==> config.mk <==
export PLATFORM = sky130hd
export DESIGN_NAME = tidht_ctrl
export DESIGN_NICKNAME = d
export VERILOG_FILES = /design/src/tidht_pkg.sv /design/src/tidht_ctrl.sv
export SDC_FILE = /design/constraint.sdc
export NUM_CORES = 1
export LEC_CHECK = 0
export ABC_CLOCK_PERIOD_IN_PS = 1300
export BUFFER_PORTS_ARGS = -buffer_cell sky130_fd_sc_hd__buf_2
export CORE_AREA = 2 2 39 41
export DETAILED_ROUTE_END_ITERATION = 8
export DIE_AREA = 0 0 41 43
export MAX_ROUTING_LAYER = met4
export PLACE_DENSITY_LB_ADDON = 0.05
export SETUP_SLACK_MARGIN = 0.05
export SYNTH_ARGS = -nofsm -noshare
export SYNTH_HDL_FRONTEND = slang
export SYNTH_SLANG_ARGS = --single-unit
export TNS_END_PERCENT = 100
==> constraint.sdc <==
create_clock -name clk -period 1.3 [get_ports clk]
set_clock_uncertainty 0.15 [all_clocks]
set_input_delay 0.26 -clock clk [delete_from_list [all_inputs] [get_ports clk]]
set_output_delay 0.26 -clock clk [all_outputs]
set_load 0.05 [all_outputs]
==> src/tidht_pkg.sv <==
// ----------------------------------------------------------------------------
// tidht_pkg: shared types and constants for the thread ID handle table
// Field widths, command codes, table entry layout and the control/status
// bundles passed between controller and datapath.
// ----------------------------------------------------------------------------
`default_nettype none

package tidht_pkg;

  // Fixed field widths and default table depth
  localparam int ID_W          = 16;
  localparam int HND_W         = 32;
  localparam int DEPTH_DEFAULT = 256;

  // Operation codes on the cmd field
  typedef enum logic [1:0] {
    CMD_ALLOC  = 2'd0,
    CMD_FREE   = 2'd1,
    CMD_LOOKUP = 2'd2,
    CMD_NONE   = 2'd3
  } tidht_op_t;

  // One table slot
  typedef struct packed {
    logic             valid;
    logic [ID_W-1:0]  id;
    logic [HND_W-1:0] handle;
  } tidht_entry_t;

  // Controller to datapath
  typedef struct packed {
    logic load_in;    // capture input transfer
    logic clr_step;   // clear one slot of the table
    logic slot_calc;  // reduce thread ID to a slot index
    logic alloc_init; // set up candidate from search start
    logic rd_cand;    // read at candidate slot, else at ID slot
    logic alloc_chk;  // test candidate, claim or advance
    logic req_chk;    // finish free or lookup
    logic res_bad;    // unused command result
    logic load_out;   // move result into output register
  } tidht_cmd_t;

  // Datapath to controller
  typedef struct packed {
    logic      clr_last;
    tidht_op_t op;
    logic      slot_free;
    logic      cnt_last;
    logic      out_free;
  } tidht_stat_t;

endpackage

`default_nettype wire

==> src/tidht_ctrl.sv <==
// ----------------------------------------------------------------------------
// tidht_ctrl: sequencer for the thread ID handle table
// Runs the clearing pass after reset, then steps each command through the
// datapath and hands the result to the output register.
// ----------------------------------------------------------------------------
`default_nettype none

module tidht_ctrl (
  input  wire logic                   clk,
  input  wire logic                   rst,
  input  wire logic                   in_valid,
  output logic                        in_stall,
  input  wire tidht_pkg::tidht_stat_t stat,
  output tidht_pkg::tidht_cmd_t       cmd
);

  typedef enum logic [2:0] {
    ST_CLEAR,
    ST_IDLE,
    ST_DECODE,
    ST_ARD,
    ST_ACHK,
    ST_RD,
    ST_CHK,
    ST_FIN
  } state_t;

  state_t state, state_next;

  // Next state and command decode
  always_comb begin
    state_next = state;
    cmd        = '0;
    in_stall   = (state != ST_IDLE);
    unique case (state)
      ST_CLEAR: begin
        cmd.clr_step = 1'b1;
        if (stat.clr_last) state_next = ST_IDLE;
      end
      ST_IDLE: begin
        cmd.load_in = in_valid;
        if (in_valid) state_next = ST_DECODE;
      end
      ST_DECODE: begin
        cmd.slot_calc = 1'b1;
        case (stat.op)
          tidht_pkg::CMD_ALLOC: begin
            cmd.alloc_init = 1'b1;
            state_next     = ST_ARD;
          end
          tidht_pkg::CMD_FREE, tidht_pkg::CMD_LOOKUP: begin
            state_next = ST_RD;
          end
          default: begin
            cmd.res_bad = 1'b1;
            state_next  = ST_FIN;
          end
        endcase
      end
      ST_ARD: begin
        cmd.rd_cand = 1'b1;
        state_next  = ST_ACHK;
      end
      ST_ACHK: begin
        cmd.alloc_chk = 1'b1;
        if (stat.slot_free || stat.cnt_last) state_next = ST_FIN;
        else state_next = ST_ARD;
      end
      ST_RD: begin
        state_next = ST_CHK;
      end
      ST_CHK: begin
        cmd.req_chk = 1'b1;
        state_next  = ST_FIN;
      end
      ST_FIN: begin
        cmd.load_out = stat.out_free;
        if (stat.out_free) state_next = ST_IDLE;
      end
      default: state_next = ST_IDLE;
    endcase
  end

  // State register
  always_ff @(posedge clk) begin
    if (rst) begin
      state <= ST_CLEAR;
    end else begin
      state <= state_next;
    end
  end

endmodule

`default_nettype wire

# Yosys cells after proc, flatten, opt, wreduce, memory -nomap -nowiden
# Index checks and enable logic that the tools add are counted.
[totals]
regBits = 3
out_inout_bits = 10
[op_classes]
n_eq_ne = 13
muxes = 16
n_reduce_logical = 6
[ops]
columns = ["operator", "count"]
rows = [
  ["$pmux 3 s8", 1],
  ["$eq 3x3->1 const B", 4],
  ["$mux 3", 4],
  ["$mux 1", 9],
  ["$eq 3x2->1 const B", 2],
  ["$ne 2x2->1 const B", 3],
  ["$pmux 3 s2", 1],
  ["$eq 3x1->1 const B", 1],
  ["$logic_not 3->1", 1],
  ["$ne 3x1->1 const B", 1],
  ["$reduce_and 3->1", 1],
  ["$reduce_or 3->1", 1],
  ["$eq 2x1->1 const B", 1],
  ["$eq 2x2->1 const B", 1],
  ["$logic_not 2->1", 1],
  ["$mux 2", 1],
  ["$reduce_or 2->1", 1],
  ["$logic_or 1x1->1", 1],
]

# Logic depth before layout (Yosys ltp)
# Gate-level depths: netlist of run 1.
[logic_depth]
ltp_word = 4
ltp_mapped = 5
mapped_depth_nobuf = 5

# Worst setup path before layout of run 1
# No wires, ideal clock.
[synth_timing]
path_type = "register -> output"
startpoint = "register state[1]"
endpoint = "output port cmd[1] (netlist bit)"
arrival_time_ns = 1.736
required_ns = 0.890
path_slack_ns = -0.846
stages_incl_launch_ff = 5
n_path_buf = 1
path_cell_list = "dfxtp_1 > buf_6 > nand2b_1 > nor2_1 > and2_1"
[synth_rtl]
columns = ["element", "line", "source"]
rows = [
  ["start: declaration", "tidht_ctrl.sv:28", "state_t state, state_next;"],
  ["start signal: assignment", "tidht_ctrl.sv:89", "state <= state_next;"],
  ["end: declaration", "tidht_ctrl.sv:14", "output tidht_pkg::tidht_cmd_t cmd"],
]

==> flow_summary_export.csv, run 1 <==
group,metric,value,unit
yosys,async_reset_ff_frac,0,
yosys,synth-seq-cells,3,
worst_hold_path,hold_depth,2,
cts,cts_tree,"built",
final_layout,nets,84,
timing,relSlewSlack,0.821,
critical_path,slowest_stage,"dfxtp_4",
grt,grt_max_degree,7,
critical_path,cp_top_family,"simple AND/OR/NAND/NOR gates",
grt,antenna_found_initial,0,
floorplanning,start_util,0.210,
routing,drcViolationCount,0,
yosys,synth-main-ff-cell,"dfxtp_1",
final_layout,drive_gt1_frac,0.817,
cts,insertion_delay,0.23,ns
timing,rsz0062_at_grt,"true",
power,ir_worst_vdd,0.531,mV
yosys,syn_area,290,um2
routing,postRouteAntennaNets,0,
yosys,ys_warn_count,0,
critical_path,cp_cell_sequence,"nand2b_4, nor2_4, and2_4, buf_8",
critical_path,path_buf_inv,1,
critical_path,reg2reg_depth,4,
routing,drt_pass1_iterations,2,
power,leakagePower,0.312,nW
critical_path,required,0.89,ns
cts,cts_buffers,3,
placement,io_buffers,18,
critical_path,setup.worst_path.class,"flip-flop to output port",
critical_path,startpoint_type,"flip-flop",
timing,final.setup.worst_slack,-0.238,ns
placement,dpl_cell_area,522,um2
routing,via_count,396,
timing,maxSlewViolCount,0,
placement,hpwlAfterDp,746,um
power,fin_total_pwr,0.000724,W
yosys,yosysSeqAreaShare,0.207,
final_layout,largest_reg_flops,3,
yosys,ys_types,20,
final_layout,regMostFlops,"state",
critical_path,slowest_delay,0.35,ns
final_layout,reg.largest.list,"state (3)",
final_layout,area_delta_synth_final,143,%
routing,drt_wl_total,1030,um
routing,via_per_inst,4.55,
cts,cts.sinks,3,
cts,cts.clk_slew.worst_paths,0.04,ns
timing,period_share,1.18,
final_layout,fin_cells,87,
final_layout,layout_common_cells,"buf_4, buf_6, buf_2",
worst_hold_path,hold_path_class,"input pin to flip-flop",
critical_path,cp.depth,4,
floorplanning,die-area,0.00176,mm2
grt,grt_pass1_wl,1570,um
critical_path,worst_setup_path_end_kind,"output port",
timing,post-route-min-period,1.54,ns
floorplanning,io_pins,19,
critical_path,arrival,1.13,ns
timing,tightest_slew,0.266,ns
floorplanning,num_rows,14,
cts,clock-root-buffer,"clkbuf_4",
placement,gp_congestion,0.746,
floorplanning,die_w,41,um
yosys,syn-num-nets,51,
critical_path,cp_max_fo,4,
timing,max_freq,650,MHz
routing,dr.first_iter.drc_count,4,
timing,hold_viol_final,0,
flow_run,drv_cap,0,
final_layout,diodes,0,
run_status,status,"finished, violations left",
routing,routedWlPerCell,11.8,um
final_layout,utilization,0.510,
cts,postCtsHoldBufs,0,
cts,clk_path_buf_depth,2,
final_layout,design_area,706,um2
run_status,violations,"negative setup slack",
yosys,synth.avg_cell_area,7.44,um2
grt,grt_pass1_vias,409,
floorplanning,coreArea,0.00138,mm2
placement,place_inst,80,
cts,cts.htree.levels,1,
timing,setup_viol,10,
final_layout,layout_commonest_cell,"buf_4",
yosys,synth-edff-count,0,
power,cellPowerDensity,1030,mW/mm2
grt,overflow,0,
yosys,syn_inst,39,
floorplanning,die_h,43,um
grt,track_usage,0.139,
## stage by stage
| stage | setup slack, ns | TNS [ns] | hold WS (ns) |
|---|---|---|---|
| after global placement | -0.109 | -0.694 | 0.323 |
| final | -0.238 | -1.84 | 0.0910 |
| after floorplan | -0.232 | -0.915 | 0.167 |
| after global routing | -0.282 | -2.34 | 0.0902 |
| after detailed placement | -0.136 | -0.844 | 0.340 |
| after CTS | -0.254 | -2.02 | 0.0729 |
## cell usage after synthesis, types with 2 or more instances
library cell  number  share of area
nor2_1             7          0.091
dfxtp_1            3           0.21
ha_1               3           0.13
inv_1              3          0.039
nand2_1            3          0.039
nor3_1             3          0.052
a21oi_1            2          0.034
and2_1             2          0.043
buf_4              2          0.052
## cells by family after synthesis
group | synth area share
AOI/OAI and AO/OA | 0.185
and+or+nand+nor | 0.336
buffers and inverters | 0.142
adders and majority gates | 0.129
DFF | 0.207
## layer usage
metal  part of all wire  track usage  up-vias  routed length, um
met5                  0            -        -                  0
met4                  0       0.0600        0                  0
met3              0.064       0.0628        0                 66
met2               0.57        0.238       16                582
met1               0.37        0.122      186                376
li1                   -            -      194                  -
## final cells by class
cell class                 count  area (um2)
clock buffer                   4        26.3
timing repair buffer          31         282
inverter                       4        15.0
sequential                     3        71.3
tap                           16        20.0
multi-input combinational     29         292
fill                         134         678
## worst paths after layout
kind | start | to | slack, ns
setup / recovery | state[0] | cmd[5] | -0.24
hold / removal | rst | state[2] | 0.09
setup reg to reg | state[0] | state[0] | 0
hold reg to reg | state[2] | state[0] | 0.54
## what timing repair did
item,CTS,global route
hold endpoints to repair,0,0
buffers inserted,0,3
setup endpoints to repair,13,13
resized for setup,31,10
pin swaps,4,5
## report_power, final
group          leakage (nW)  internal [W]  switching (W)
Sequential           0.0267      0.000108      0.0000266
Combinational         0.270      0.000201       0.000223
Clock                0.0150      0.000115      0.0000505
(Power assumes the default switching activity.)
==> run 2: changes to the inputs <==
Settings changed: CORE_AREA 2 2 39 41 to 5 5 42 44, CTS_BUF_LIST set to sky130_fd_sc_hd__clkbuf_8, DIE_AREA 0 0 41 43 to 0 0 47 49, SLEW_MARGIN set to 20.
==> run 2 against run 1 <==
Net effect: the run still ends with negative setup slack left; power is 18% higher; core utilization is 3.9 points higher; via count stayed put; first-iteration DRC count is 75% lower; die area is 31% higher; largest cell class is now non-clock buffers; highest routed layer unchanged.
==> flow_summary_export.csv, run 2 (synthesized netlist as in run 1, its figures left out) <==
group,metric,value,unit
critical_path,cp_cell_sequence,"nand2b_4, nor2_4, and2_4, buf_8",
final_layout,area_delta_synth_final,165,%
cts,cts.clk_slew.worst_paths,0.03,ns
critical_path,slowest_delay,0.36,ns
cts,cts_buffers,3,
final_layout,diodes,0,
power,ir_worst_vdd,0.476,mV
critical_path,cp_max_fo,6,
grt,track_usage,0.107,
worst_hold_path,hold_path_class,"input pin to flip-flop",
cts,insertion_delay,0.21,ns
routing,drt_wl_total,993,um
cts,cts.htree.levels,1,
worst_hold_path,holdCritStartpoint,"rst",
final_layout,design_area,769,um2
timing,relSlewSlack,0.793,
floorplanning,die_w,47,um
power,fin_total_pwr,0.000854,W
placement,dpl_cell_area,522,um2
grt,grt_pass1_wl,1750,um
floorplanning,die-area,0.00230,mm2
flow_run,drv_cap,0,
final_layout,fin_cells,89,
final_layout,utilization,0.549,
power,leakagePower,0.344,nW
routing,drt_pass1_iterations,2,
critical_path,startpoint_type,"flip-flop",
final_layout,regMostFlops,"state",
floorplanning,num_rows,14,
timing,final.setup.worst_slack,-0.217,ns
critical_path,reg2reg_to,"state[0]",
cts,cts.sinks,3,
timing,tightest_slew,0.307,ns
final_layout,nets,86,
critical_path,r2r_start,"state[1]",
run_status,status,"finished, violations left",
timing,max_freq,659,MHz
routing,routedWlPerCell,11.2,um
critical_path,slowest_stage,"dfxtp_4",
placement,place_inst,80,
grt,antenna_found_initial,0,
routing,via_per_inst,4.45,
final_layout,layout_common_cells,"buf_6, buf_2, buf_8, buf_4, nor2_4",
grt,grt_max_degree,7,
placement,hpwlAfterDp,712,um
power,cellPowerDensity,1110,mW/mm2
timing,fin_setup_tns,-1.78,ns
critical_path,setup.worst_path.class,"flip-flop to output port",
routing,dr.first_iter.drc_count,1,
floorplanning,coreArea,0.00140,mm2
critical_path,arrival,1.11,ns
timing,hold_viol_final,0,
placement,io_buffers,18,
timing,period_share,1.17,
cts,postCtsHoldBufs,0,
worst_hold_path,holdPathEnd,"state[2]",
timing,setup_viol,10,
critical_path,worst_setup_path_end_kind,"output port",
routing,via_count,396,
floorplanning,io_pins,19,
final_layout,largest_reg_flops,3,
cts,cts_tree,"built",
final_layout,drive_gt1_frac,0.795,
timing,maxSlewViolCount,0,
worst_hold_path,hold_depth,2,
floorplanning,start_util,0.207,
routing,postRouteAntennaNets,0,
critical_path,reg2reg_depth,4,
final_layout,layout_commonest_cell,"buf_6",
floorplanning,die_h,49,um
run_status,violations,"negative setup slack",
critical_path,required,0.89,ns
cts,clk_path_buf_depth,2,
critical_path,r2r_slack,0.02,ns
timing,rsz0062_at_grt,"true",
final_layout,reg.largest.list,"state (3)",
placement,gp_congestion,0.646,
cts,clock-root-buffer,"clkbuf_8",
routing,drcViolationCount,0,
grt,grt_pass1_vias,432,
timing,post-route-min-period,1.52,ns
grt,overflow,0,
## run 2: cell count changes in the layout (fill, tap and decap cells not counted), moves of 2 or more
| cell | before | now |
|---|---|---|
| clkbuf_8 | 0 | 3 |
| buf_8 | 3 | 6 |
| clkbuf_4 | 3 | 0 |
| buf_6 | 9 | 11 |
| buf_4 | 10 | 6 |
## run 2: final cells by class
type | count | area (um2)
Clock buffer | 3 | 41.3
Timing Repair Buffer | 33 | 324
Tap cell | 16 | 20.0
Clock inverter | 1 | 3.75
Sequential cell | 3 | 71.3
Fill cell | 150 | 632
Inverter | 4 | 20.0
Multi-Input combinational cell | 29 | 289
## run 2: metrics by stage
step                      hold WS (ns)  setup slack, ns
after floorplan                  0.167           -0.232
after global placement           0.330           -0.151
after detailed placement         0.321           -0.155
after CTS                       0.0943           -0.239
after global routing            0.0998           -0.280
final                            0.101           -0.217
## run 2: critical path: cells and delay by family (launching register included)
family | cells | cell delay, ns
simple gates | 3 | 0.40
flops | 1 | 0.36
buf+inv | 1 | 0.13
## run 2: how the worst max path moves through the flow
stage | from | to | slack, ns | depth (start not counted)
floorplan | state[1] | cmd[1] | -0.23 | 4
global placement | state[2] | cmd[5] | -0.15 | 4
detailed placement | state[0] | cmd[5] | -0.16 | 4
CTS | state[0] | cmd[5] | -0.24 | 4
global route | state[0] | cmd[1] | -0.28 | 4
finish | state[0] | cmd[5] | -0.22 | 4
## run 2: report_power, final
group	switching [W]	internal (W)
logic	0.000226	0.000229
registers	0.0000320	0.000108
clock network	0.0000577	0.000201
## run 2: what timing repair did
action,in CTS,in global routing
setup endpoints to repair,12,13
pin swaps,7,7
setup buffers,4,2
resized for setup,42,10
## run 2: per-layer routing
| layer | routed length, um | GRT usage | vias up |
|---|---|---|---|
| met4 | 0 | 0.0276 | 0 |
| li1 | - | - | 198 |
| met1 | 436 | 0.133 | 183 |
| met3 | 74 | 0.0369 | 0 |
| met2 | 482 | 0.161 | 15 |
| met5 | 0 | - | - |
==> run 3: changes to the inputs <==
Settings changed: ABC_CLOCK_PERIOD_IN_PS 1300 to 1930, CORE_AREA 5 5 42 44 to 2 2 39 41, DIE_AREA 0 0 47 49 to 0 0 41 43, GPL_ROUTABILITY_DRIVEN set to 0.
Clock period 1.3 ns to 1.93 ns, I/O delays scaled along.
==> run 3 against run 2 <==
Net effect: the flow now finishes without violations; setup slack improved by 0.34 ns; combinational power down 63%; power down 49%; sequential share of layout area grew 4.4 points; hold slack improved by 0.13 ns; clock-buffer cell count did not move; largest cell class is now multi-input gates; largest power group is now the clock network; non-clock buffer count fell by 13; cell count is 15% lower; cell area shrank 40%; clock power is 31% lower; register-to-register slack improved by 0.57 ns.
==> flow_summary_export.csv, run 3 (synthesized netlist as in run 1, its figures left out) <==
group,metric,value,unit
floorplanning,io_pins,19,
final_layout,layout_commonest_cell,"buf_2",
final_layout,reg.largest.list,"state (3)",
cts,postCtsHoldBufs,0,
final_layout,area_delta_synth_final,57.8,%
power,p_int,0.000264,W
final_layout,drive_gt1_frac,0.533,
power,switching_share,0.393,
grt,grt_max_degree,11,
power,leakagePower,0.232,nW
routing,routedWlPerCell,10.1,um
critical_path,slowest_stage,"dfxtp_1",
timing,relSlewSlack,0.799,
run_status,status,"complete, no violations",
floorplanning,num_rows,14,
timing,maxSlewViolCount,0,
cts,clock-root-buffer,"clkbuf_8",
routing,drcViolationCount,0,
critical_path,worst_setup_path_end_kind,"output port",
timing,holdWs,0.230,ns
routing,postRouteAntennaNets,0,
timing,hold_viol_final,0,
routing,dr.first_iter.drc_count,2,
power,power_frac_seq,0.203,
timing,setup_viol,0,
placement,place_ws,0.275,ns
critical_path,r2r_start,"state[0]",
cts,cts_tree,"built",
final_layout,design_area,458,um2
flow_run,drv_cap,0,
floorplanning,die_h,43,um
critical_path,cp_cell_sequence,"nand2b_1, nor2_2, and2_2, buf_4",
final_layout,utilization,0.331,
power,p_comb_frac,0.391,
worst_hold_path,holdPathEnd,"state[1]",
final_layout,diodes,0,
timing,period_share,0.935,
floorplanning,coreArea,0.00138,mm2
critical_path,cp.depth,4,
timing,rsz0062_at_grt,"true",
cts,cts.sinks,3,
final_layout,largest_reg_flops,3,
timing,final.setup.worst_slack,0.126,ns
timing,post-route-min-period,1.80,ns
critical_path,required,1.39,ns
critical_path,r2r_slack,0.59,ns
grt,grt_pass1_wl,1200,um
grt,antenna_found_initial,0,
placement,hpwlAfterDp,612,um
critical_path,cp_top_family,"simple AND/OR/NAND/NOR gates",
cts,insertion_delay,0.21,ns
critical_path,cp_max_fo,6,
final_layout,num-fill-cells,160,
worst_hold_path,hold_depth,2,
worst_hold_path,hold_path_class,"input pin to flip-flop",
final_layout,regMostFlops,"state",
final_layout,nets,73,
grt,track_usage,0.102,
critical_path,arrival,1.27,ns
final_layout,fin_cells,76,
critical_path,path_buf_inv,1,
placement,place_inst,72,
floorplanning,die_w,41,um
routing,via_per_inst,4.45,
worst_hold_path,holdCritStartpoint,"rst",
critical_path,setup.worst_path.class,"flip-flop to output port",
power,cellPowerDensity,950,mW/mm2
timing,tightest_slew,0.299,ns
grt,overflow,0,
critical_path,slowest_delay,0.42,ns
critical_path,startpoint_type,"flip-flop",
floorplanning,start_util,0.210,
cts,cts.htree.levels,1,
timing,max_freq,554,MHz
power,switchingPower,0.000171,W
grt,grt_pass1_vias,314,
power,ir_worst_vdd,0.468,mV
routing,via_count,338,
critical_path,reg2reg_to,"state[0]",
placement,io_buffers,18,
routing,drt_wl_total,769,um
placement,dpl_cell_area,403,um2
cts,cts_buffers,3,
cts,cts.clk_slew.worst_paths,0.03,ns
routing,drt_pass1_iterations,3,
final_layout,layout_common_cells,"buf_2, nor2_1, inv_1",
critical_path,reg2reg_depth,4,
power,power_frac_clock,0.406,
cts,clk_path_buf_depth,2,
floorplanning,die-area,0.00176,mm2
run 3: cell types whose count changed in the layout (fill, tap and decap cells not counted), moves of 3 or more:
cell / before / now
nor2_1: 2 / 6
buf_8: 6 / 0
buf_6: 11 / 0
buf_2: 9 / 15
dfxtp_4: 3 / 0
nor2_4: 5 / 0
buf_4: 6 / 3
run 3: layer usage:
| metal | vias up | GRT usage | routed length, um |
|---|---|---|---|
| met5 | - | - | 0 |
| met3 | 0 | 0.0314 | 34 |
| met2 | 10 | 0.150 | 397 |
| met1 | 154 | 0.115 | 337 |
| met4 | 0 | 0.0600 | 0 |
| li1 | 174 | - | - |
run 3: area by class of cell:
cell class,count,area [um2],area share
inverter,4,15.0,0.0328
sequential,3,62.6,0.137
tap,16,20.0,0.0437
multi-input combinational,29,203,0.443
clock buffer,3,41.3,0.0902
clock inverter,1,3.75,0.00820
timing repair buffer,20,113,0.246
run 3: power groups by stage:
| stage | sequential (W) | combinational [W] | clock (W) |
|---|---|---|---|
| after floorplan | 0.0000742 | 0.000148 | 0 |
| after global placement | 0.0000891 | 0.000171 | 0 |
| after detailed placement | 0.0000882 | 0.000170 | 0 |
| after CTS | 0.0000876 | 0.000171 | 0.000182 |
| after global routing | 0.0000904 | 0.000184 | 0.000188 |
| final | 0.0000885 | 0.000170 | 0.000177 |
run 3: through the flow:
stage          setup TNS, ns  total power, W
5_1_grt                    0        0.000463
6_report                   0        0.000435
3_5_place_dp               0        0.000258
3_3_place_gp               0        0.000260
4_1_cts                    0        0.000440
2_1_floorplan        -0.0927        0.000222
run 3: how the worst max path moves through the flow:
stage | startpoint | to | slack [ns]
2_1_floorplan | state[1] | cmd[1] | -0.09
3_3_place_gp | state[1] | cmd[5] | 0.23
3_5_place_dp | state[1] | cmd[5] | 0.28
4_1_cts | state[1] | cmd[1] | 0.05
5_1_grt | state[0] | cmd[1] | 0.04
6_report | state[0] | cmd[5] | 0.13
run 3: timing repair:
item	4_1_cts	5_1_grt
resized for setup	1	4
setup endpoints to repair	1	5
setup buffers	0	0
